**src/rtl/core/lod_pkg.sv**
```systemverilog
package lod_pkg;

  localparam int unsigned COV_W    = 24;
  localparam int unsigned BIAS_W   = 12;
  localparam int unsigned SUM_W    = 14;
  localparam int unsigned FRAC_W   = 8;
  localparam int unsigned EXP_W    = 6;
  localparam int unsigned MUL_W    = 17;
  localparam int unsigned LVL_W    = 3;
  localparam int unsigned CNT_W    = 4;
  localparam int unsigned BAND_W   = 32;
  localparam int unsigned NUM_W    = 33;
  localparam int unsigned WGT_W    = 17;
  localparam int unsigned QUO_W    = 16;
  localparam int unsigned NUM_THRESH = 8;

  localparam logic [COV_W-1:0] COVER_MAX = 24'hFFFFFF;
  localparam logic [15:0]      HYST_MAX  = 16'd58982;
  localparam logic [MUL_W-1:0] MUL_ONE   = 17'd65536;
  localparam logic [WGT_W-1:0] WGT_FULL  = 17'd65536;

  localparam logic [1:0] REG_SCENE_BIAS  = 2'd0;
  localparam logic [1:0] REG_CAMERA_BIAS = 2'd1;
  localparam logic [1:0] REG_HYST_FRAC   = 2'd2;
  localparam logic [1:0] REG_FADE_BAND   = 2'd3;

  typedef logic [MUL_W-1:0] mul_tab_t [256];

  function automatic mul_tab_t build_frac_tab();
    logic [63:0] tab [8];
    logic [63:0] m;
    mul_tab_t    res;
    tab[0] = 64'd92682; tab[1] = 64'd77936; tab[2] = 64'd71468; tab[3] = 64'd68438;
    tab[4] = 64'd66971; tab[5] = 64'd66250; tab[6] = 64'd65892; tab[7] = 64'd65714;
    for (int f = 0; f < 256; f++) begin
      m = 64'd65536;
      for (int k = 0; k < 8; k++) begin
        if (((f >> (7 - k)) & 1) != 0) begin
          m = (m * tab[k] + 64'd32768) >> 16;
        end
      end
      res[f] = m[MUL_W-1:0];
    end
    return res;
  endfunction

  typedef struct packed {
    logic              hit;
    logic              inb;
    logic [NUM_W-1:0]  num;
    logic [BAND_W-1:0] band;
  } lane_res_t;

  typedef struct packed {
    logic [LVL_W-1:0]  chosen;
    logic              active;
    logic              empty;
    logic [NUM_W-1:0]  num;
    logic [BAND_W-1:0] band;
  } div_req_t;

  typedef struct packed {
    logic [LVL_W-1:0] chosen;
    logic             active;
    logic             empty;
    logic             sat;
  } div_meta_t;

endpackage

```
**src/rtl/core/lod_div.sv**
```systemverilog
module lod_div (
  input  logic                          clk,
  input  logic [lod_pkg::QUO_W-1:0]     en,
  input  lod_pkg::div_req_t             req,
  output lod_pkg::div_meta_t            meta_out,
  output logic [lod_pkg::QUO_W-1:0]     quo_out
);

  localparam int unsigned N = lod_pkg::QUO_W;

  logic [lod_pkg::BAND_W-1:0] rem  [N];
  logic [lod_pkg::BAND_W-1:0] band [N];
  logic [N-1:0]               quo  [N];
  lod_pkg::div_meta_t         meta [N];

  logic [lod_pkg::BAND_W-1:0] rem_in  [N];
  logic [lod_pkg::BAND_W-1:0] band_in [N];
  logic [N-1:0]               quo_in  [N];
  lod_pkg::div_meta_t         meta_in [N];

  always_comb begin
    meta_in[0].chosen = req.chosen;
    meta_in[0].active = req.active;
    meta_in[0].empty  = req.empty;
    meta_in[0].sat    = req.num >= {1'b0, req.band};
    rem_in[0]  = req.num[lod_pkg::BAND_W-1:0];
    band_in[0] = req.band;
    quo_in[0]  = '0;
  end

  for (genvar j = 1; j < N; j++) begin : g_link
    assign rem_in[j]  = rem[j-1];
    assign band_in[j] = band[j-1];
    assign quo_in[j]  = quo[j-1];
    assign meta_in[j] = meta[j-1];
  end

  for (genvar j = 0; j < N; j++) begin : g_step
    logic [lod_pkg::BAND_W:0] dbl;
    logic                     ge;
    logic [lod_pkg::BAND_W:0] diff;
    assign dbl  = {rem_in[j], 1'b0};
    assign ge   = dbl >= {1'b0, band_in[j]};
    assign diff = dbl - {1'b0, band_in[j]};
    always_ff @(posedge clk) begin
      if (en[j]) begin
        rem[j]  <= ge ? diff[lod_pkg::BAND_W-1:0] : dbl[lod_pkg::BAND_W-1:0];
        band[j] <= band_in[j];
        quo[j]  <= {quo_in[j][N-2:0], ge};
        meta[j] <= meta_in[j];
      end
    end
  end

  assign meta_out = meta[N-1];
  assign quo_out  = quo[N-1];

endmodule

```
**config.mk**
```make
export PLATFORM = sky130hd
export DESIGN_NAME = lod_div
export DESIGN_NICKNAME = d
export VERILOG_FILES = /design/src/rtl/core/lod_pkg.sv /design/src/rtl/core/lod_div.sv
export SDC_FILE = /design/constraint.sdc
export NUM_CORES = 2
export LEC_CHECK = 0
export BUFFER_PORTS_ARGS = -buffer_cell sky130_fd_sc_hd__buf_4
export CORE_MARGIN = 10
export CORE_UTILIZATION = 35
export DETAILED_ROUTE_END_ITERATION = 16
export PLACE_DENSITY_LB_ADDON = 0.12
export SKIP_CTS_REPAIR_TIMING = 1
export SYNTH_ARGS = -nofsm -noshare
export SYNTH_HDL_FRONTEND = slang
export SYNTH_SLANG_ARGS = --single-unit
```
**constraint.sdc**
```tcl
create_clock -name clk -period 9 [get_ports clk]
set_input_delay 0 -clock clk [delete_from_list [all_inputs] [get_ports clk]]
set_output_delay 0 -clock clk [all_outputs]
set_load 0.01 [all_outputs]
```
* Word-level counts from Yosys, hierarchy flattened
Memories as Yosys holds them, arrays and structs flattened. Index checks and enable logic that the tools add are counted. W data, S select, Z words.
Cells by class: $add $sub $neg 16, $mul 0, divide/modulo/power cells 0, $lt $le $gt $ge 17, equal/unequal tests 0, shift operators 0, mux-type cells 48, bitwise operators 0, reduce and logical (&&, ||, !) cells 0
Operators with widths (count):
- $ge A33 B32 Y1 | 17
- $mux W32 | 16
- $sub A32 B32 Y32 | 16
- $mux W1 | 32
Word-level totals: flip-flop bits (word level) 0, bits in latches 0, bits in writable memories 1376, bits in read-only memories 0, input bits 87, word-level logic and storage cells 85, memories 4
Memory list:
- band | depth 16, bits a word 32, rd ports 15, clocked after Yosys merged registers in 0, write ports 16, RTL line lod_div.sv:12 | logic [lod_pkg::BAND_W-1:0] band [N];
- rem | depth 16, bits a word 32, rd ports 15, clocked after Yosys merged registers in 0, write ports 16, RTL line lod_div.sv:11 | logic [lod_pkg::BAND_W-1:0] rem [N];
- quo | depth 16, bits a word 16, rd ports 16, clocked after Yosys merged registers in 0, write ports 16, RTL line lod_div.sv:13 | logic [N-1:0] quo [N];
- meta | depth 16, bits a word 6, rd ports 16, clocked after Yosys merged registers in 0, write ports 16, RTL line lod_div.sv:14 | lod_pkg::div_meta_t meta [N];

* Logic depth before layout (Yosys ltp)
An unclocked memory read counts as a cell.
depth in word-level cells 3, depth in mapped cells 15

* Least setup slack after synthesis
No wires, ideal clock.
kind register to register, from memory band[0][65] (netlist name), to memory rem[0][100] (netlist name) (data pin), setup time 0.260 ns, arrival 3.039 ns, required time 8.740 ns, path slack 5.701 ns, cell stages (with the launch flop) 14, cell sequence edfxtp_1 > inv_1 > ha_1 > nor2b_1 > o31a_1 > or3_1 > a21oi_4 > o31a_2 > a2111oi_2 > o311a_1 > a211oi_2 > o21ai_2 > buf_6 > mux2_4
RTL lines (RTL line):
- start, declared | lod_div.sv:12
- end, declared | lod_div.sv:11

==> metrics <==
failing checks=capacitance limit, slew limit; global route overflow=0; gr usage total=14.9%; Routed Antenna Nets=0; # clock sinks=1192; Final Critical Period=4.63 ns; H-tree depth=4; maxcap violations=3; final hold vios=0; flop and latch count out of synthesis=1192; vias in the first global route=48300; Main synth FF type=edfxtp_1; initial drt markers=1988; Vias=45800; Synth Area in XOR/XNOR=5.35%; die span in y=463 µm; leading area contributor after synthesis=edfxtp_1; largest net degree at the start of global routing=63; EDFF count, synth=1192; setup tns final=0 ns; first-pass GRT wire length=257000 µm; critical path type=reg2reg; Synth Area in Compound Gates=15.1%; Synth top area share=52.1%; clk slew on worst S/H paths=0.05 ns; Data arrival, critical path=5.15 ns; average cell area after synthesis=11.1 µm²; site row count=162; Clock Tree Buf Depth=3; crit start category=flop; antenna violations before repair=2; synth top area cells=edfxtp_1, ha_1, a21oi_1, inv_1, xnor2_1; status=complete, but fails checks; setup violators final=0; main combinational cell family by area after synthesis=compound AO/OA/AOI/OAI gates; HPWL after DPL=129000 µm; reg-to-reg startpoint=rem[1][154]; Die W=463 µm; Worst Hold Launch=req[63]; Final #Nets=7057; Ports=109; Async SR Flop Fraction=0%; Fmax achieved=216 MHz; Final Wtd Congestion=0.906; Initial Utilization=35.2%; Synth top cells by count=edfxtp_1, inv_1, ha_1; most frequent cell after synthesis=edfxtp_1; Final period util=51.5%; register area share after synthesis=52.1%; WL per Instance=17.8 µm; PD cells=344 nW/µm²; final WL=163000 µm; cts bufs inserted=146; DR pass1 iterations=6; Slew HR=-5.63%; crit-path max FO=32; Max Slew Vio Count=3; VDD IR max=0.000207 V; RSZ-0062 raised after global routing=no; root buf cell=clkbuf_16; LEAKAGE=31.8 nW; Post-route DRC=0; Post-Synth Adder-Cell Area=10.3%; CTS tree=yes; clk_lat worst skew=0.79 ns; layout cell share with drive strength beyond 1=8.90%; crit path launch=rem[1][154]; Crit path required time=9.52 ns; Cells after Synth=6173; Least-Margin Pin Slew=1.56 ns; Final Core Density=40.1%; CORE AREA=195000 µm²; Via density=5.00; Distinct cells, synth=91; Syn Nets=6818; area of the die=215000 µm²; nature of the critical path endpoint=flop; Ys Warns=0; P&R area growth vs syn=13.9%; IO buf count=108; clk_skew=0.0301 ns; mux contribution to synthesized area=3.21%; mapped cell area=68800 µm²; Hold WC Path Type=in2reg; Simple-Gate Fraction of Synth Area=9.29%
==> where the power goes <==
part	internal [W]	switching [W]
sequential	0.00822	0.000740
clock	0.00331	0.00228
combinational	0.00533	0.00702
total	0.0169	0.0100
==> path summary, 6_finish.rpt <==
kind	depth (start not counted)	end	slack, ns
min	5	meta[0][0]	0.07
min reg2reg	0	quo[0][84]	0.41
max	7	rem[1][163]	4.37
max reg2reg	7	rem[1][163]	4.37
==> routing by layer <==
layer  vias to the layer above  global-route usage (%)  part of all wire (%)  routed length, µm
met2                       812                    29.5                    54              88500
li1                      23100                       -                     -                  -
met1                     21400                    13.7                    35              57700
met4                         0                    10.4                   7.6              12400
met5                         -                       0                     0                  0
met3                       455                    2.19                   2.7               4410
==> state kept, by name (all words and copies together) (netlist names) <==
| name | count |
|---|---|
| meta | 96 |
| quo | 136 |
| band | 480 |
| rem | 480 |
==> kinds of logic after synthesis <==
kind of cell	Yosys count
mux	189
buf+inv	813
fa+ha+maj	558
compound gates	1662
simple gates	1339
xor+xnor	420
flops	1192
==> cells in the final DEF (no fill, tap or decap), types with 27 or more instances in the layout <==
cell	n
o21a_1	61
xor2_1	176
nand4_1	102
clkbuf_1	37
a21o_1	260
inv_1	628
ha_1	543
nand2b_1	71
mux2_2	150
xnor2_1	244
a211oi_1	45
clkbuf_16	150
a21oi_1	525
nor2_1	347
buf_4	150
o21bai_1	60
clkinv_1	36
edfxtp_1	1192
and3_1	40
nor2b_1	79
a31oi_1	44
nand2_1	419
o21ai_0	413
dlygate4sd3_1	125
nand3_1	85
nor3_1	61
o211ai_1	27
==> worst max-delay path: stages, from the launching register on <==
cell and delay (ns):
edfxtp_1 0.39, ha_1 0.46, nand3_1 0.48, nor4_1 1.33, a41oi_1 0.46, o41ai_4 0.34
buf_4 0.47, mux2_2 0.39
==> area by class of cell <==
cell class,instances,area [µm²]
clock inverters,80,668
repair buffers,275,2380
diodes,4,10.0
inverters,629,2360
clock buffers,187,3890
well taps,2624,3280
multi-input cells,4168,29900
flip-flops and latches,1192,35800
fillers,18800,117000
==> stage by stage <==
stage | hold slack [ns] | instance area (µm²) | setup WS (ns) | cells | total power, W
CTS | -0.677 | 77000 | 4.46 | 9030 | 0.0271
global placement | 0.187 | 72500 | 4.42 | 8762 | 0.0213
finish | 0.0726 | 78300 | 4.37 | 9159 | 0.0269
detailed placement | 0.184 | 72500 | 4.52 | 8763 | 0.0213
global route | 0.0563 | 78300 | 4.35 | 9158 | 0.0290
floorplan | 0.0989 | 68800 | 5.70 | 6173 | 0.0182
No activity file was read; power rests on OpenSTA's default activity.
