### src/rtl/core/lod_pkg.sv
package lod_pkg;

  localparam int unsigned COV_W    = 24;
  localparam int unsigned BIAS_W   = 12;
  localparam int unsigned SUM_W    = 14;
  localparam int unsigned FRAC_W   = 8;
  localparam int unsigned EXP_W    = 6;
  localparam int unsigned MUL_W    = 17;
  localparam int unsigned LVL_W    = 3;
  localparam int unsigned CNT_W    = 4;
  localparam int unsigned BAND_W   = 32;
  localparam int unsigned NUM_W    = 33;
  localparam int unsigned WGT_W    = 17;
  localparam int unsigned QUO_W    = 16;
  localparam int unsigned NUM_THRESH = 8;

  localparam logic [COV_W-1:0] COVER_MAX = 24'hFFFFFF;
  localparam logic [15:0]      HYST_MAX  = 16'd58982;
  localparam logic [MUL_W-1:0] MUL_ONE   = 17'd65536;
  localparam logic [WGT_W-1:0] WGT_FULL  = 17'd65536;

  localparam logic [1:0] REG_SCENE_BIAS  = 2'd0;
  localparam logic [1:0] REG_CAMERA_BIAS = 2'd1;
  localparam logic [1:0] REG_HYST_FRAC   = 2'd2;
  localparam logic [1:0] REG_FADE_BAND   = 2'd3;

  typedef logic [MUL_W-1:0] mul_tab_t [256];

  function automatic mul_tab_t build_frac_tab();
    logic [63:0] tab [8];
    logic [63:0] m;
    mul_tab_t    res;
    tab[0] = 64'd92682; tab[1] = 64'd77936; tab[2] = 64'd71468; tab[3] = 64'd68438;
    tab[4] = 64'd66971; tab[5] = 64'd66250; tab[6] = 64'd65892; tab[7] = 64'd65714;
    for (int f = 0; f < 256; f++) begin
      m = 64'd65536;
      for (int k = 0; k < 8; k++) begin
        if (((f >> (7 - k)) & 1) != 0) begin
          m = (m * tab[k] + 64'd32768) >> 16;
        end
      end
      res[f] = m[MUL_W-1:0];
    end
    return res;
  endfunction

  typedef struct packed {
    logic              hit;
    logic              inb;
    logic [NUM_W-1:0]  num;
    logic [BAND_W-1:0] band;
  } lane_res_t;

  typedef struct packed {
    logic [LVL_W-1:0]  chosen;
    logic              active;
    logic              empty;
    logic [NUM_W-1:0]  num;
    logic [BAND_W-1:0] band;
  } div_req_t;

  typedef struct packed {
    logic [LVL_W-1:0] chosen;
    logic             active;
    logic             empty;
    logic             sat;
  } div_meta_t;

endpackage

### src/rtl/core/lod_lane.sv
module lod_lane #(
  parameter int unsigned IDX = 0
) (
  input  logic                            clk,
  input  logic [2:0]                      en,
  input  logic [lod_pkg::COV_W-1:0]       thresh,
  input  logic                            held,
  input  logic [lod_pkg::CNT_W-1:0]       prior,
  input  logic [15:0]                     hyst,
  input  logic [15:0]                     band_frac,
  input  logic [lod_pkg::COV_W-1:0]       biased,
  output lod_pkg::lane_res_t              res
);

  localparam logic [lod_pkg::CNT_W-1:0] MY_IDX = lod_pkg::CNT_W'(IDX);

  logic [lod_pkg::MUL_W-1:0]        mul;
  logic [lod_pkg::COV_W-1:0]        tb;
  logic [lod_pkg::COV_W+lod_pkg::MUL_W-1:0] adj_prod;
  logic [lod_pkg::COV_W+15:0]       band_prod;
  logic [lod_pkg::COV_W-1:0]        tc;
  logic [lod_pkg::COV_W:0]          adj_c;
  logic [lod_pkg::BAND_W-1:0]       band_c;
  logic [lod_pkg::NUM_W-1:0]        top_c;

  always_comb begin
    if (held && MY_IDX == prior) begin
      mul = lod_pkg::MUL_ONE - {1'b0, hyst};
    end else if (held && MY_IDX < prior) begin
      mul = lod_pkg::MUL_ONE + {1'b0, hyst};
    end else begin
      mul = lod_pkg::MUL_ONE;
    end
  end

  always_ff @(posedge clk) begin
    if (en[0]) begin
      tb        <= thresh;
      adj_prod  <= thresh * mul;
      band_prod <= thresh * band_frac;
    end
  end

  always_ff @(posedge clk) begin
    if (en[1]) begin
      tc     <= tb;
      adj_c  <= adj_prod[lod_pkg::COV_W+lod_pkg::MUL_W-1:16];
      band_c <= band_prod[lod_pkg::COV_W+15:8];
    end
  end

  assign top_c = {9'b0, tc} + {1'b0, band_c};

  always_ff @(posedge clk) begin
    if (en[2]) begin
      res.hit  <= {1'b0, biased} >= adj_c;
      res.inb  <= {9'b0, biased} < top_c;
      res.num  <= top_c - {9'b0, biased};
      res.band <= band_c;
    end
  end

endmodule

### config.mk
export PLATFORM = sky130hd
export DESIGN_NAME = lod_lane
export DESIGN_NICKNAME = d
export VERILOG_FILES = /design/src/rtl/core/lod_pkg.sv /design/src/rtl/core/lod_lane.sv
export SDC_FILE = /design/constraint.sdc
export NUM_CORES = 2
export LEC_CHECK = 0
export ABC_CLOCK_PERIOD_IN_PS = 24500
export BUFFER_PORTS_ARGS = -buffer_cell sky130_fd_sc_hd__buf_2
export CORE_ASPECT_RATIO = 0.5
export CORE_MARGIN = 2
export CORE_UTILIZATION = 60
export DETAILED_ROUTE_END_ITERATION = 12
export PLACE_DENSITY_LB_ADDON = 0.12
export SYNTH_ARGS = -nofsm -noshare
export SYNTH_HDL_FRONTEND = slang
export SYNTH_SLANG_ARGS = --single-unit
### constraint.sdc
create_clock -name clk -period 24.5 [get_ports clk]
set_input_delay 2.45 -clock clk [delete_from_list [all_inputs] [get_ports clk]]
set_output_delay 2.45 -clock clk [all_outputs]
set_load 0.01 [all_outputs]
==> Word level (Yosys, flattened, before mapping) <==
Index checks and enable logic that the tools add are counted.
{ "op_classes": {"mul": 2, "n_mux": 2, "n_reduce_logical": 3, "add_sub_neg": 4, "magnitude_cmp": 3} }
{ "ops": {"columns": ["cell", "n"], "rows": [
  ["multiplier 24 x 17 -> 41 bit", 1],
  ["multiplier 24 x 16 -> 40 bit", 1],
  ["2-to-1 mux 17 bit", 2],
  ["adder 24 x 32 -> 33 bit", 1],
  ["less-than comparator 24 x 33 -> 1 bit", 1],
  ["subtractor 33 x 24 -> 33 bit", 1],
  ["greater-or-equal comparator 24 x 25 -> 1 bit", 1],
  ["adder 17 x 16 -> 17 bit (first input constant)", 1],
  ["subtractor 17 x 16 -> 17 bit (first input constant)", 1],
  ["logical NOT 4 bit", 1],
  ["less-than comparator 1 x 4 -> 1 bit (first input constant)", 1],
  ["logical AND 1 bit", 2]
]} }
{ "totals": {"register_bits": 253, "output_inout_bits": 67} }

==> Longest topological paths before layout <==
{ "logic_depth": {"depth_word": 5, "mapped_depth": 32} }

==> Worst setup path after synthesis <==
OpenSTA, ideal clock, no wires.
{ "synth_path": {"kind": "in2reg", "startpoint": "in prior[0] (netlist name)", "endpoint": "reg adj_prod[38] (netlist name) (data pin)", "path_stages": 29, "required_time_ps": 24243, "path_slack_ps": 15006, "arrival_ps": 9238, "cell_sequence": "or4_1 -> clkbuf_1 -> nor2_1 -> xor2_1 -> and2_1 -> clkbuf_1 -> clkbuf_1 -> nand2_1 -> fa_1 -> inv_1 -> fa_1 -> inv_1 -> fa_1 -> inv_1 -> fa_1 -> fa_1 -> inv_1 -> fa_1 -> inv_1 -> ha_1 -> a21o_1 -> a21o_1 -> a21oi_1 -> o21ai_0 -> a21oi_1 -> o21a_1 -> o21bai_1 -> a21o_1 -> xor2_1"} }
{ "synth_via": {"elab_chain_cells": 5} }
{ "synth_lines": {"columns": ["item", "line", "rtl"], "rows": [
  ["start, declared", "lod_lane.sv:8", "input logic [lod_pkg::CNT_W-1:0] prior,"],
  ["less-than comparator 1 x 4 -> 1 bit", "lod_lane.sv:29", "end else if (held && MY_IDX < prior) begin"],
  ["logical AND 1 bit", "lod_lane.sv:29", null],
  ["2-to-1 mux 17 bit", "lod_lane.sv:29", null],
  ["2-to-1 mux 17 bit *", "lod_lane.sv:27", "if (held && MY_IDX == prior) begin"],
  ["multiplier 24 x 17 -> 41 bit *", "lod_lane.sv:39", "adj_prod <= thresh * mul;"],
  ["end signal, assigned", "lod_lane.sv:39", null],
  ["end, declared", "lod_lane.sv:19", "logic [lod_pkg::COV_W+lod_pkg::MUL_W-1:0] adj_prod;"]
]} }
Mark *: on every way between the ends. The rest lies on a longest branch, timed or not.
A chain may end at the register's enable or synchronous reset.

==> Worst setup path in the final report <==
{ "layout_path": {"startpoint": "in prior[0] (netlist name)", "endpoint": "reg adj_prod[36] (netlist name) (data pin)"} }
The elaborated chain is that of the path after synthesis.

==> impl_metrics.json <==
{
  "status": "completed",
  "synth_fa_ha_area_share_pct": 46.9,
  "place_area_um2": 36400,
  "fmax_mhz": 97.8,
  "die_x_um": 345,
  "grt_usage_pct": 31.0,
  "drt_iter0_markers": 1662,
  "gp_congestion": 0.959,
  "hpwlAfterDp_um": 67100,
  "synth_top_family_by_area": "adder cells",
  "end_kind": "flip-flop",
  "synth-seq-cells": 229,
  "post_drt_wl_per_cell_um": 20.2,
  "route.met2.wl_um": 40200,
  "synth_top_area_cell": "fa_1",
  "dieArea_um2": 60300,
  "start_util_pct": 60.8,
  "synth-main-ff-cell": "edfxtp_1",
  "r2r_cells": 17,
  "die_h_um": 175,
  "synth_area_leaders": "fa_1 (36%), edfxtp_1 (20%), ha_1 (11%)",
  "ir_worst_vdd_mv": 0.170,
  "n_fill_cell": 4666,
  "cpLargestDelayFamily": "adder cells",
  "maxCapViolCount": 0,
  "drt-total-wl_um": 90200,
  "hold_end": "tc[11]",
  "slew_headroom_pct": 26.5,
  "synthMuxAreaShare_pct": 0.0895,
  "dr_wl_met3_um": 8600,
  "drv_slew": 0,
  "min_period_ps": 10220,
  "cts_made_buffers": 24,
  "wl_met1_um": 38400,
  "cts_sinks": 229,
  "cts_resized": 0,
  "path_clk_slew_ps": 60,
  "max_slew.worst_pin.slew_ps": 1100,
  "synth_common_cells": "inv_1 (803), fa_1 (634), nand2_1 (612), ha_1 (295), edfxtp_1 (229)",
  "cp_slowest_stage_delay_ps": 760,
  "power_density_nw_per_um2": 142,
  "ant_nets": 0,
  "post-route-period-util_pct": 41.7,
  "synth_top_area_share_pct": 36.3,
  "hold_start": "tb[11]",
  "synthCells": 3629,
  "drt_pass1_iterations": 8,
  "fin_nets": 4704,
  "hold_viol": 0,
  "skew_ps": 33.4,
  "r2r-start": "band_c[1]",
  "core_area_um2": 57500,
  "yosysSeqAreaShare_pct": 19.7,
  "synth_most_common_cell": "inv_1",
  "yosys_warnings": 0,
  "netlist_area_um2": 35000,
  "hold_path.class": "flip-flop to flip-flop",
  "drive_gt1_share_pct": 6.75,
  "power.leakage_nw": 18.4,
  "drc": 0,
  "synth_compound_area_share_pct": 5.67,
  "start_kind": "input port",
  "grt_max_degree": 117,
  "crit_path_frequent_cell": "fa_1",
  "synth_cell_types": 66,
  "syn_area_per_cell_um2": 9.63,
  "clk_latency_ps": 560,
  "cts_tree": "yes",
  "ios": 156,
  "r2r-end": "res[62]",
  "clock_tree.buffer_depth": 3,
  "portBuffers": 155,
  "setup_viol": 0,
  "stdcell_area_um2": 37300,
  "grt_pass1_wl_um": 146000,
  "hold_path_depth": 0,
  "synthXorXnorAreaFrac_pct": 3.08,
  "cp_num_buf_inv": 5,
  "cp_max_fo": 13,
  "finalSetupTns_ps": 0,
  "yosys.area_share.simple_pct": 14.3,
  "postCtsSetupRepairBufs": 0,
  "rows": 62,
  "synth_nets": 4647,
  "antenna_found_initial": 8,
  "hold_buffers": 0,
  "critPathSlowestCell": "nor4_2",
  "grt_pass1_vias": 26700,
  "root_buffer": "clkbuf_16",
  "synth_edf_count": 229,
  "vias": 25100,
  "required_ps": 24780,
  "grt_remaining_overflow": 0,
  "worst-r2r-setup-slack_ps": 19150,
  "vias_per_cell": 5.62,
  "synthArstFlopShare_pct": 0,
  "htree_levels": 1,
  "path_class": "input port to flip-flop",
  "routed.top_layer": "met5",
  "area_delta_synth_final_pct": 6.67,
  "cp.arrival_ps": 10510,
  "rsz0062_at_grt": "no"
}
[cells by family after synthesis]
kind of cell    Yosys count
simple gates           1077
buf+inv                 963
fa+ha+maj               929
compound gates          305
xor+xnor                123
mux                       3
flops                   229
[worst reg2reg max path, cell delays in order, from the launching register on]
cell and delay (ps):
edfxtp_1 440, ha_1 310, a211oi_1 310, o21bai_1 250, a41oi_1 610, o21ai_0 190, a21oi_1 210, xnor2_1 150
ha_1 330, a21oi_1 150, o21ai_0 160, a221oi_1 310, o21ai_1 190, a221oi_1 560, o21ai_1 250, nor4_1 360
mux2i_1 260, xnor2_1 80
[power by group]
part	total, mW	internal, mW	leakage, nW	switching [mW]
Combinational	3.99	1.65	15.7	2.34
Sequential	0.874	0.789	2.24	0.0849
Clock	0.423	0.254	0.442	0.169
[worst max path at each step]
stage | startpoint | cells past startpoint | endpoint
after floorplan | prior[0] | 29 | adj_prod[38]
after global placement | prior[0] | 27 | adj_prod[34]
after detailed placement | prior[0] | 27 | adj_prod[36]
after CTS | prior[0] | 27 | adj_prod[36]
after global routing | prior[0] | 27 | adj_prod[34]
final | prior[0] | 27 | adj_prod[36]
[sequential cells by signal, summed over array words and instances (netlist names)]
name and count:
adj_c 25, adj_prod 25, band_c 32, band_prod 32, res 67, tb 24, tc 24
[routing by layer]
metal | vias up | GRT usage (%)
met4 | 2 | 9.23
li1 | 11300 | -
met5 | - | 0
met1 | 12600 | 43.4
met3 | 200 | 6.05
met2 | 1055 | 49.5
[placed cells by master (no fill, tap or decap), types with 85 or more instances in the layout]
| cell | count |
|---|---|
| inv_1 | 803 |
| edfxtp_1 | 229 |
| xnor2_1 | 85 |
| and2_1 | 151 |
| a21oi_1 | 94 |
| nand2_1 | 612 |
| fa_1 | 634 |
| ha_1 | 295 |
| and3_1 | 113 |
| buf_2 | 153 |
[cell type report]
type	instances	area [µm²]	area share, %
well taps	768	961	2.58
clock buffers	26	629	1.69
flip-flops and latches	229	6880	18.4
repair buffers	191	1050	2.82
clock inverters	17	284	0.762
multi-input cells	2437	24500	65.6
diodes	2	5.00	0.0134
inverters	803	3010	8.08
[through the flow]
step,util [%],hold slack (ps),power [mW],std cells,setup WS [ps]
6_report,64.9,405,5.29,4473,14280
4_1_cts,64.9,410,5.27,4471,14350
5_1_grt,64.9,407,5.87,4471,13910
3_3_place_gp,63.3,401,4.73,4428,14020
3_5_place_dp,63.3,405,4.81,4428,13830
2_1_floorplan,-,400,3.75,3629,15010
Note: power is estimated with default switching activity, not from simulation.
