## src/rtl/core/lod_pkg.sv

```systemverilog
package lod_pkg;

  localparam int unsigned COV_W    = 24;
  localparam int unsigned BIAS_W   = 12;
  localparam int unsigned SUM_W    = 14;
  localparam int unsigned FRAC_W   = 8;
  localparam int unsigned EXP_W    = 6;
  localparam int unsigned MUL_W    = 17;
  localparam int unsigned LVL_W    = 3;
  localparam int unsigned CNT_W    = 4;
  localparam int unsigned BAND_W   = 32;
  localparam int unsigned NUM_W    = 33;
  localparam int unsigned WGT_W    = 17;
  localparam int unsigned QUO_W    = 16;
  localparam int unsigned NUM_THRESH = 8;

  localparam logic [COV_W-1:0] COVER_MAX = 24'hFFFFFF;
  localparam logic [15:0]      HYST_MAX  = 16'd58982;
  localparam logic [MUL_W-1:0] MUL_ONE   = 17'd65536;
  localparam logic [WGT_W-1:0] WGT_FULL  = 17'd65536;

  localparam logic [1:0] REG_SCENE_BIAS  = 2'd0;
  localparam logic [1:0] REG_CAMERA_BIAS = 2'd1;
  localparam logic [1:0] REG_HYST_FRAC   = 2'd2;
  localparam logic [1:0] REG_FADE_BAND   = 2'd3;

  typedef logic [MUL_W-1:0] mul_tab_t [256];

  function automatic mul_tab_t build_frac_tab();
    logic [63:0] tab [8];
    logic [63:0] m;
    mul_tab_t    res;
    tab[0] = 64'd92682; tab[1] = 64'd77936; tab[2] = 64'd71468; tab[3] = 64'd68438;
    tab[4] = 64'd66971; tab[5] = 64'd66250; tab[6] = 64'd65892; tab[7] = 64'd65714;
    for (int f = 0; f < 256; f++) begin
      m = 64'd65536;
      for (int k = 0; k < 8; k++) begin
        if (((f >> (7 - k)) & 1) != 0) begin
          m = (m * tab[k] + 64'd32768) >> 16;
        end
      end
      res[f] = m[MUL_W-1:0];
    end
    return res;
  endfunction

  typedef struct packed {
    logic              hit;
    logic              inb;
    logic [NUM_W-1:0]  num;
    logic [BAND_W-1:0] band;
  } lane_res_t;

  typedef struct packed {
    logic [LVL_W-1:0]  chosen;
    logic              active;
    logic              empty;
    logic [NUM_W-1:0]  num;
    logic [BAND_W-1:0] band;
  } div_req_t;

  typedef struct packed {
    logic [LVL_W-1:0] chosen;
    logic             active;
    logic             empty;
    logic             sat;
  } div_meta_t;

endpackage

```

## src/rtl/core/lod_merge.sv

```systemverilog
module lod_merge #(
  parameter int unsigned LANES = 8
) (
  input  logic                       clk,
  input  logic                       en,
  input  lod_pkg::lane_res_t         res [LANES],
  input  logic [lod_pkg::CNT_W-1:0]  count,
  input  logic                       empty,
  input  logic                       band_on,
  output lod_pkg::div_req_t          req
);

  logic [lod_pkg::LVL_W-1:0] chosen;
  logic [lod_pkg::CNT_W-1:0] next_lvl;
  lod_pkg::lane_res_t        sel;
  logic                      active;

  always_comb begin
    chosen = lod_pkg::LVL_W'(count - 4'd1);
    for (int i = LANES - 1; i >= 0; i--) begin
      if (res[i].hit && lod_pkg::CNT_W'(i) < count) begin
        chosen = lod_pkg::LVL_W'(i);
      end
    end
    if (empty) begin
      chosen = '0;
    end
    sel      = res[chosen];
    next_lvl = {1'b0, chosen} + 4'd1;
    active   = !empty && band_on && next_lvl < count && sel.band != '0 && sel.inb;
  end

  always_ff @(posedge clk) begin
    if (en) begin
      req.chosen <= chosen;
      req.active <= active;
      req.empty  <= empty;
      req.num    <= sel.num;
      req.band   <= sel.band;
    end
  end

endmodule

```

## config.mk

```make
export PLATFORM = sky130hd
export DESIGN_NAME = lod_merge
export DESIGN_NICKNAME = d
export VERILOG_FILES = /design/src/rtl/core/lod_pkg.sv /design/src/rtl/core/lod_merge.sv
export SDC_FILE = /design/constraint.sdc
export NUM_CORES = 1
export LEC_CHECK = 0
export BUFFER_PORTS_ARGS = -buffer_cell sky130_fd_sc_hd__buf_2
export CAP_MARGIN = 20
export CORE_AREA = 4 4 234 236
export DETAILED_ROUTE_END_ITERATION = 8
export DIE_AREA = 0 0 238 240
export PLACE_DENSITY_LB_ADDON = 0.05
export SYNTH_ARGS = -nofsm -noshare
export SYNTH_HDL_FRONTEND = slang
export SYNTH_SLANG_ARGS = --single-unit
```

## constraint.sdc

```tcl
create_clock -name clk -period 4.7 [get_ports clk]
set_input_delay 0.47 -clock clk [delete_from_list [all_inputs] [get_ports clk]]
set_output_delay 0.47 -clock clk [all_outputs]
set_load 0.005 [all_outputs]
```

After elaboration in Yosys (flattened, before gate mapping):

Cells that the tools add are included.

* $add $sub $neg: 2
* order comparisons: 10
* muxes and demuxes: 12
* bitwise logic cells: 1
* reductions and logical operators: 14

Operators with widths (count)
* $bmux 67 s3: 1
* $mux 66: 2
* $reduce_bool 32->1: 1
* $mux 3: 9
* $lt 3x4->1 const A: 4
* $logic_and 1x1->1: 12
* $lt 1x4->1 const A: 2
* $lt 2x4->1 const A: 2
* $add 3x1->4 const B: 1
* $ge 4x4->1 const B: 1
* $lt 4x4->1: 1
* $not 3->4: 1
* $sub 3x1->3 const B: 1
* $logic_not 1->1: 1

* flip-flop bits (word level): 70
* input bits: 544
* output and inout bits: 70
* logic and storage cells: 44

Logic depth before layout (Yosys ltp):

Gate-level depths: netlist of the first run.

* depth after elaboration: 18
* mapped depth: 17

Worst setup path after synthesis of the first run:

OpenSTA, ideal clock, no wires.

* path kind: input port to flip-flop
* start point: input port count[0] (netlist bit)
* end point: register req[66] (netlist bit), data pin
* library setup time: 167 ps
* arrival: 3422 ps
* setup slack: 1111 ps
* cell stages on the path: 17
* cells stage by stage: ha_1 > a21oi_1 > o21a_1 > o21a_1 > o21ai_4 > inv_2 > buf_2 > buf_2 > clkbuf_1 > clkbuf_1 > ha_1 > ha_1 > a21boi_0 > o21a_1 > o21ai_0 > nand3_1 > a211oi_1

* longest elaborated chain between the ends: 18
* elaborated cells on any way between the ends: 36
* those cells by class: 2 x add/sub; 9 x order compare; 12 x mux; 1 x bitwise; 12 x reduce/logical

RTL lines
* start, declared: RTL line lod_merge.sv:7 `input logic [lod_pkg::CNT_W-1:0] count,`
* $lt 3x4->1: RTL line lod_merge.sv:21 `if (res[i].hit && lod_pkg::CNT_W'(i) < count) begin`
* $logic_and 1x1->1: RTL line lod_merge.sv:21
* $mux 3 (7 in series): RTL line lod_merge.sv:21
* $mux 3 (*): RTL line lod_merge.sv:21
* $mux 3 (*): RTL line lod_merge.sv:25 `if (empty) begin`
* via chosen, one bit: RTL line lod_merge.sv:13 `logic [lod_pkg::LVL_W-1:0] chosen;`
* $not 3->4 (not written as such): RTL line lod_merge.sv:28 `sel = res[chosen];`
* $bmux 67 s3: RTL line lod_merge.sv:28
* $mux 66 (not written as such) (2 in series): RTL line lod_merge.sv:28
* $reduce_bool 32->1: RTL line lod_merge.sv:30 `active = !empty && band_on && next_lvl < count && sel.band != '0 && sel.inb;`
* $logic_and 1x1->1: RTL line lod_merge.sv:30
* $logic_and 1x1->1 (*): RTL line lod_merge.sv:30
* via active: RTL line lod_merge.sv:16 `logic active;`
* end, declared: RTL line lod_merge.sv:10 `output lod_pkg::div_req_t req`

The timed path passes the listed nets; every way through them passes the cells marked *. The select of a mux whose other input is x is not followed.
A chain may end at the register's enable or synchronous reset.

==> results of run 1 <==
-- metrics by stage --
stage | setup slack (ps) | std cells | utilization [%] | hold slack [ps]
6_report | 1220 | 2376 | 22.4 | 355
5_1_grt | 965 | 2365 | 22.4 | 330
4_1_cts | 1180 | 2354 | 22.3 | 322
3_5_place_dp | 776 | 2338 | 21.7 | 744
3_3_place_gp | 793 | 2338 | 21.7 | 740
2_1_floorplan | 1110 | 1133 | - | 569
-- logic make-up after synthesis --
kind of cell	share of synthesized area [%]
and+or+nand+nor	39.9
AOI/OAI and AO/OA	23.8
buffers and inverters	7.35
DFF	27.6
adders and majority gates	1.15
xor gates and xnor gates	0.115
-- final timing paths --
kind	cells past startpoint	from	endpoint
worst min-delay path	1	empty	req[65]
worst max-delay path	13	count[1]	req[66]
-- power by group through the flow --
stage | combinational (uW) | sequential, uW | clock (uW)
6_report | 1090 | 812 | 809
5_1_grt | 1190 | 818 | 874
4_1_cts | 1120 | 814 | 854
3_5_place_dp | 1110 | 828 | 0
3_3_place_gp | 1120 | 828 | 0
2_1_floorplan | 483 | 828 | 0
-- layout by cell type (no fill, tap or decap), drive strengths merged, types with 2 or more instances in the layout --
cell type | synthesis | routed
o21ai | 73 | 73
nand2 | 308 | 308
ha | 7 | 7
nor2 | 8 | 8
nand2b | 2 | 2
a32o | 32 | 32
clkbuf | 82 | 9
and4 | 2 | 2
nor3 | 2 | 2
a31oi | 67 | 67
diode | 0 | 22
or3 | 64 | 64
nand3 | 266 | 266
nor4 | 8 | 8
clkinvlp | 0 | 3
edfxtp | 70 | 70
bufinv | 0 | 2
buf | 43 | 642
a21oi | 7 | 7
o31a | 32 | 32
o21a | 4 | 4
a21o | 2 | 2
inv | 10 | 11
a211oi | 2 | 2
a211o | 32 | 32
-- layer usage --
layer	global-route usage [%]	vias up	wire length [um]
li1	-	5253	-
met1	22.6	5209	23300
met2	34.9	506	29700
met3	7.28	101	5590
met4	8.16	32	2260
met5	0	-	180
-- critical path, cell delays in order --
cell and delay [ps]:
buf_2 140, inv_1 100, ha_1 210, nand2_1 100, a21o_1 530, buf_4 330, o31a_1 290, a211o_1 260
a32o_1 270, nor4_1 400, buf_4 190, and4_1 190, a211oi_1 70
-- layout make-up --
class	instances	area [sq um]
Fill cell	6126	40700
Multi-Input combinational cell	928	4990
Timing Repair Buffer	642	3380
Sequential cell	70	2100
Tap cell	688	861
Clock buffer	9	225
Clock inverter	7	96.3
Antenna cell	22	55.1
Inverter	10	50.0
==> results.sh, run 1 <==
export IMPL_outcome="completed"
export IMPL_ys_ff_latch=70
export IMPL_hp_class="in2reg"
export IMPL_areaGrowthSynthToFinish_pct=54.4
export IMPL_first_pass_iters=5
export IMPL_synth_area_top_cells="edfxtp_1, nand3_1, nand2_1"
export IMPL_cp_start_kind="primary input"
export IMPL_routabilityCongestion=0.893
export IMPL_rsz0062_at_grt="false"
export IMPL_async_flop_share_pct=0
export IMPL_yosysTopAreaCellShare_pct=27.6
export IMPL_p_leak_uw=0.00549
export IMPL_syn_avg_cell_area_sq_um=6.72
export IMPL_ios=614
export IMPL_grt_first_pass_wirelength_mm=83.9
export IMPL_slew_headroom_pct=32.9
export IMPL_post_route_drc_count=0
export IMPL_required_ps=4800
export IMPL_seq_power_share_pct=29.9
export IMPL_synth_ff_type="edfxtp_1"
export IMPL_maxCapViolations=0
export IMPL_nets=2212
export IMPL_wl_per_cell_um=25.7
export IMPL_rows=84
export IMPL_postCtsSetupRepairBufs=0
export IMPL_netlist_top_cell_by_area="edfxtp_1"
export IMPL_setup_viol=0
export IMPL_synthesis_nets=1684
export IMPL_wl_mm=61.0
export IMPL_dpl_instance_area_sq_um=11400
export IMPL_htreeDepth=3
export IMPL_path_class="in2reg"
export IMPL_p_comb_share_pct=40.2
export IMPL_power_switching_uw=1020
export IMPL_dp_hpwl_mm=48.3
export IMPL_cts_hold_repair_buffers=0
export IMPL_ir_drop_uv=119
export IMPL_clk_pin_slew_ps=70
export IMPL_drive_gt1_share_pct=40.3
export IMPL_ant_nets=0
export IMPL_period_needed_ps=3480
export IMPL_power_density_nw_per_um2=231
export IMPL_die_area_sq_um=57100
export IMPL_clock_sinks=70
export IMPL_grt_max_degree=139
export IMPL_via_per_inst=4.67
export IMPL_netlist_area_sq_um=7610
export IMPL_finalSetupTns_ps=0
export IMPL_p_total_uw=2710
export IMPL_switching_share_pct=37.4
export IMPL_layout_worst_path_cycle_share_pct=74.0
export IMPL_die_y_um=240
export IMPL_clock_path_buffers=2
export IMPL_syn_inst=1133
export IMPL_regMostFlops="req"
export IMPL_vias=11100
export IMPL_synthTopCellsByCount="nand2_1, nand3_1, clkbuf_1"
export IMPL_hold_viol=0
export IMPL_clock_root_buffer="clkbuf_16"
export IMPL_die_x_um=238
export IMPL_internal_power_uw=1700
export IMPL_port_buffers=613
export IMPL_cts_resized_gates=0
export IMPL_overflow=0
export IMPL_top_regs="req x70"
export IMPL_synthDistinctLibCells=39
export IMPL_cp_max_fo=16
export IMPL_grt_pass1_vias=11400
export IMPL_cts_buffers=9
export IMPL_finalInstanceArea_sq_um=11800
export IMPL_ys_seq_area_share_pct=27.6
export IMPL_start_util_pct=14.5
export IMPL_core_area_sq_um=52400
export IMPL_crit_path_end_kind="register"
export IMPL_drt_iter0_drc=563
export IMPL_yosysWarnings=0
export IMPL_max_freq_mhz=287
export IMPL_antenna_found_initial=41
export IMPL_worstPathArrival_ps=3580
export IMPL_grtUsageTotal_pct=20.2
export IMPL_pwr_share_clk_pct=29.8
export IMPL_yosysMostFrequentCell="nand2_1"
export IMPL_synth_edf_count=70
export IMPL_drv_slew=0
export IMPL_worst_slew_pin_slew_ps=1000
export IMPL_cts_tree="yes"
export IMPL_largest_reg_flops=70
(Power assumes the default switching activity.)
==> inputs of run 2 (changes only) <==
ABC_AREA = 1   (was unset)
CORE_AREA = 4 4 236 238   (was 4 4 234 236)
DIE_AREA = 0 0 240 242   (was 0 0 238 240)
clock period = 3.39 ns   (was 4.7 ns; I/O delays follow)
==> results.sh, run 2 <==
export IMPL_synth_edf_count=70
export IMPL_setup_viol=0
export IMPL_hp_class="in2reg"
export IMPL_drv_slew=0
export IMPL_holdPathStages=1
export IMPL_crit_end="req[66]"
export IMPL_dp_hpwl_mm=44.0
export IMPL_worst_slew_pin_slew_ps=586
export IMPL_post_route_drc_count=0
export IMPL_die_y_um=242
export IMPL_slew_headroom_pct=61.0
export IMPL_wl_per_cell_um=20.6
export IMPL_ios=614
export IMPL_cts_hold_repair_buffers=0
export IMPL_max_freq_mhz=367
export IMPL_cts_buffers=9
export IMPL_p_total_uw=3610
export IMPL_required_ps=3600
export IMPL_top_regs="req x70"
export IMPL_path_class="in2reg"
export IMPL_grt_pass1_vias=12200
export IMPL_rows=85
export IMPL_netlist_area_sq_um=8280
export IMPL_crit_start="count[1]"
export IMPL_via_per_inst=4.33
export IMPL_power_density_nw_per_um2=290
export IMPL_final_common_cell="buf_2"
export IMPL_yosysTopAreaCellShare_pct=25.4
export IMPL_syn_inst=1399
export IMPL_yosysMostFrequentCell="nor2_1"
export IMPL_htreeDepth=3
export IMPL_synth_ff_type="edfxtp_1"
export IMPL_fillers=6355
export IMPL_period_needed_ps=2730
export IMPL_synthDistinctLibCells=33
export IMPL_p_leak_uw=0.00658
export IMPL_first_pass_iters=5
export IMPL_clk_pin_slew_ps=60
export IMPL_async_flop_share_pct=0
export IMPL_grtUsageTotal_pct=17.9
export IMPL_crit_path_end_kind="register"
export IMPL_syn_avg_cell_area_sq_um=5.92
export IMPL_cts_tree="yes"
export IMPL_areaGrowthSynthToFinish_pct=50.7
export IMPL_rsz0062_at_grt="false"
export IMPL_cp_start_kind="primary input"
export IMPL_hold_viol=0
export IMPL_cts_resized_gates=0
export IMPL_ant_nets=0
export IMPL_die_area_sq_um=58100
export IMPL_ir_drop_uv=226
export IMPL_cp_max_fo=20
export IMPL_port_buffers=613
export IMPL_yosysWarnings=0
export IMPL_drive_gt1_share_pct=34.8
export IMPL_drt_iter0_drc=521
export IMPL_worst_slack_ps=662
export IMPL_grt_max_degree=115
export IMPL_clock_path_buffers=2
export IMPL_synth_area_top_cells="edfxtp_1, nand3_1, nor2_1"
export IMPL_finish_utilization_pct=23.3
export IMPL_vias=11500
export IMPL_final_cell_mix="buf_2, nor2_1, nand2_1, nand3_1, inv_1"
export IMPL_regMostFlops="req"
export IMPL_die_x_um=240
export IMPL_maxCapViolations=0
export IMPL_start_util_pct=15.4
export IMPL_worstPathArrival_ps=2940
export IMPL_routabilityCongestion=0.828
export IMPL_finalSetupTns_ps=0
export IMPL_synthTopCellsByCount="nor2_1, nand3_1, nand2_1"
export IMPL_largest_reg_flops=70
export IMPL_outcome="completed"
export IMPL_ys_ff_latch=70
export IMPL_dp_worst_setup_slack_ps=247
export IMPL_layout_worst_path_cycle_share_pct=80.5
export IMPL_synthesis_nets=1950
export IMPL_nets=2501
export IMPL_overflow=0
export IMPL_clock_root_buffer="clkbuf_16"
export IMPL_netlist_top_cell_by_area="edfxtp_1"
export IMPL_antenna_found_initial=16
export IMPL_postCtsSetupRepairBufs=0
export IMPL_wl_mm=54.7
export IMPL_ys_seq_area_share_pct=25.4
export IMPL_grt_first_pass_wirelength_mm=78.6
export IMPL_core_area_sq_um=53600
export IMPL_clock_sinks=70
==> run 2: where the power goes <==
| part | internal, uW | switching [uW] | total (uW) | leakage (uW) |
|---|---|---|---|---|
| clock network | 580 | 454 | 1030 | 0.000143 |
| registers | 1090 | 27.8 | 1110 | 0.000685 |
| logic | 606 | 859 | 1470 | 0.00575 |
==> run 2: cells by family (layout without fill, tap and decap cells) <==
logic type                 Yosys count  after routing  synth area share [%]
AOI/OAI and AO/OA                  218            218                  14.4
xor gates and xnor gates             1              1                 0.106
and+or+nand+nor                    777            777                  42.6
other                                0              6                     0
buffers and inverters              326            882                  16.5
DFF                                 70             70                  25.4
adders and majority gates            7              7                  1.06
==> run 2: how the worst min path moves through the flow <==
stage                     slack (ps)      end  start
after floorplan                  440  req[65]  empty
after global placement           630  req[65]  empty
after detailed placement         640  req[65]  empty
after CTS                        240  req[65]  empty
after global routing             250  req[65]  empty
final                            260  req[65]  empty
==> run 2: stage by stage <==
| stage | area [sq um] | hold WS [ps] | std cells |
|---|---|---|---|
| final | 12500 | 256 | 2657 |
| after global routing | 12500 | 248 | 2655 |
| after CTS | 12500 | 237 | 2651 |
| after detailed placement | 12200 | 637 | 2635 |
| after global placement | 12200 | 632 | 2635 |
| after floorplan | 8280 | 438 | 1399 |
==> run 2: final cells by class <==
cell class / count / area (sq um) / area share [%]
multi-input combinational: 1003 / 4840 / 38.8
timing repair buffer: 651 / 3530 / 28.3
tap: 696 / 871 / 6.98
antenna: 6 / 15.0 / 0.120
sequential: 70 / 2100 / 16.9
clock inverter: 7 / 80.1 / 0.642
clock buffer: 9 / 225 / 1.81
inverter: 215 / 812 / 6.51
==> run 2: critical path, stage by stage <==
cell and delay, ps:
buf_2 120, inv_1 130, ha_1 190, a21boi_1 100, nor2_4 200, nand2_1 90, inv_2 110, nand2_4 80
inv_4 230, ha_1 220, xor2_1 140, inv_1 60, ha_1 260, a311oi_1 350, buf_4 170, nand2_1 40
a21oi_1 120
==> run 2: layer usage <==
| metal | vias to the layer above | wire length, um | share of wire [%] | global-route usage (%) |
|---|---|---|---|---|
| li1 | 5668 | - | - | - |
| met5 | - | 58 | 0.11 | 0 |
| met3 | 47 | 4550 | 8.3 | 5.64 |
| met1 | 5337 | 21100 | 39 | 19.9 |
| met4 | 10 | 638 | 1.2 | 2.90 |
| met2 | 431 | 28400 | 52 | 33.6 |
==> inputs of run 3 (changes only) <==
ABC_AREA = 0   (was 1)
clock period = 2.3 ns   (was 3.39 ns; I/O delays follow)
==> results.sh, run 3 (synthesized netlist as in run 1, its figures left out) <==
export IMPL_outcome="finished, violations left"
export IMPL_violations="setup timing"
export IMPL_clk_pin_slew_ps=70
export IMPL_dpl_cell_count=2447
export IMPL_layout_worst_path_cycle_share_pct=124
export IMPL_grt_max_degree=87
export IMPL_p_total_uw=6360
export IMPL_cts_tree="yes"
export IMPL_grtUsageTotal_pct=21.2
export IMPL_final_cell_mix="buf_2, nand2_1, nand3_1, nand3_2, buf_4"
export IMPL_max_freq_mhz=352
export IMPL_dp_hpwl_mm=49.2
export IMPL_top_regs="req x70"
export IMPL_start_util_pct=14.2
export IMPL_final_common_cell="buf_2"
export IMPL_drv_slew=0
export IMPL_fin_hold_ws_ps=226
export IMPL_port_buffers=613
export IMPL_clock_root_buffer="clkbuf_16"
export IMPL_first_pass_iters=7
export IMPL_clock_path_buffers=2
export IMPL_power_density_nw_per_um2=426
export IMPL_antenna_found_initial=23
export IMPL_cts_hold_repair_buffers=0
export IMPL_die_y_um=242
export IMPL_cp_slowest_cell="a221o_1"
export IMPL_cp_max_fo=7
export IMPL_rows=85
export IMPL_rsz0062_at_grt="true"
export IMPL_post_route_drc_count=0
export IMPL_hp_class="in2reg"
export IMPL_crit_path_end_kind="register"
export IMPL_path_class="in2reg"
export IMPL_finalInstanceArea_sq_um=14900
export IMPL_grt_pass1_vias=12400
export IMPL_nets=2362
export IMPL_worstPathArrival_ps=3050
export IMPL_drt_iter0_drc=647
export IMPL_ios=614
export IMPL_worst_slew_pin_slew_ps=730
export IMPL_slew_headroom_pct=51.3
export IMPL_ant_nets=0
export IMPL_hold_viol=0
export IMPL_grt_first_pass_wirelength_mm=89.3
export IMPL_die_x_um=240
export IMPL_required_ps=2510
export IMPL_drive_gt1_share_pct=58.6
export IMPL_core_area_sq_um=53600
export IMPL_largest_reg_flops=70
export IMPL_via_per_inst=4.73
export IMPL_routabilityCongestion=0.856
export IMPL_overflow=0
export IMPL_cpPeakStageDelay_ps=360
export IMPL_maxCapViolations=0
export IMPL_finalSetupTns_ps=-11790
export IMPL_ir_drop_uv=252
export IMPL_p_leak_uw=0.00722
export IMPL_areaGrowthSynthToFinish_pct=96.1
export IMPL_wl_mm=65.3
export IMPL_period_needed_ps=2840
export IMPL_regMostFlops="req"
export IMPL_dpl_instance_area_sq_um=12300
export IMPL_cts_buffers=9
export IMPL_setup_viol=35
export IMPL_worst_slack_ps=-542
export IMPL_htreeDepth=3
export IMPL_vias=11900
export IMPL_wl_per_cell_um=25.9
export IMPL_cp_start_kind="primary input"
export IMPL_fin_cells=2526
export IMPL_clock_sinks=70
export IMPL_crit_chain="buf_12, ha_4, nand2_2, a221o_1, o21a_2, o21ai_4, buf_12, buf_12, clkinv_16, buf_8, ha_4, ha_4, a21boi_2, o21a_1, o21ai_1, nand3_1, a211oi_2"
export IMPL_die_area_sq_um=58100
## run 3: cell count changes in the layout (fill, tap and decap cells not counted), moves of 34 or more
cell	previous run	this run
nand2_4	2	48
nor2_1	243	6
a31oi_1	33	67
buf_4	25	114
nand3_1	223	134
inv_1	209	5
nand2_2	0	37
or3_1	0	64
nand3b_1	78	1
nand3_2	0	125
o21ai_0	130	67
## run 3: repair_timing
action / in CTS / in global routing
cloned: 24 / 2
gates resized for setup: 227 / 149
endpoints found under the setup margin: 35 / 44
pin swaps: 81 / 93
buffers inserted: 29 / 3
## run 3: path summary, 6_finish.rpt
check             slack, ps      end  depth (start not counted)      from
hold / removal          230  req[65]                          2     empty
setup / recovery       -540  req[66]                         17  count[1]
## run 3: power by group
part | internal, uW | total (uW) | switching [uW]
clock network | 957 | 1640 | 681
logic | 1400 | 3060 | 1670
registers | 1600 | 1660 | 53.2
## run 3: area by class of cell
type	instances	area [sq um]
sequential	70	2100
multi-input combinational	928	6290
inverter	10	86.3
timing repair buffer	787	5150
antenna	14	35.0
clock buffer	9	225
timing repair inverter	5	73.8
clock inverter	7	96.3
fill	5982	38700
tap	696	871
## run 3: stage by stage
stage	worst slack [ps]	utilization [%]
floorplan	-692	-
global placement	-1240	23.0
detailed placement	-1270	23.0
CTS	-488	26.8
global route	-643	27.8
finish	-542	27.9
## run 3: per-layer routing
| layer | wire length, um | track usage, % |
|---|---|---|
| met3 | 4850 | 5.19 |
| met4 | 1930 | 7.60 |
| met1 | 26000 | 25.2 |
| met2 | 32400 | 36.9 |
| met5 | 86 | 0 |
## run 3: critical path, delay by kind of cell
kind	cells	cell delay [ps]
and+or+nand+nor	2	200
buffers and inverters	5	610
AOI/OAI and AO/OA	7	1390
adders and majority gates	3	590
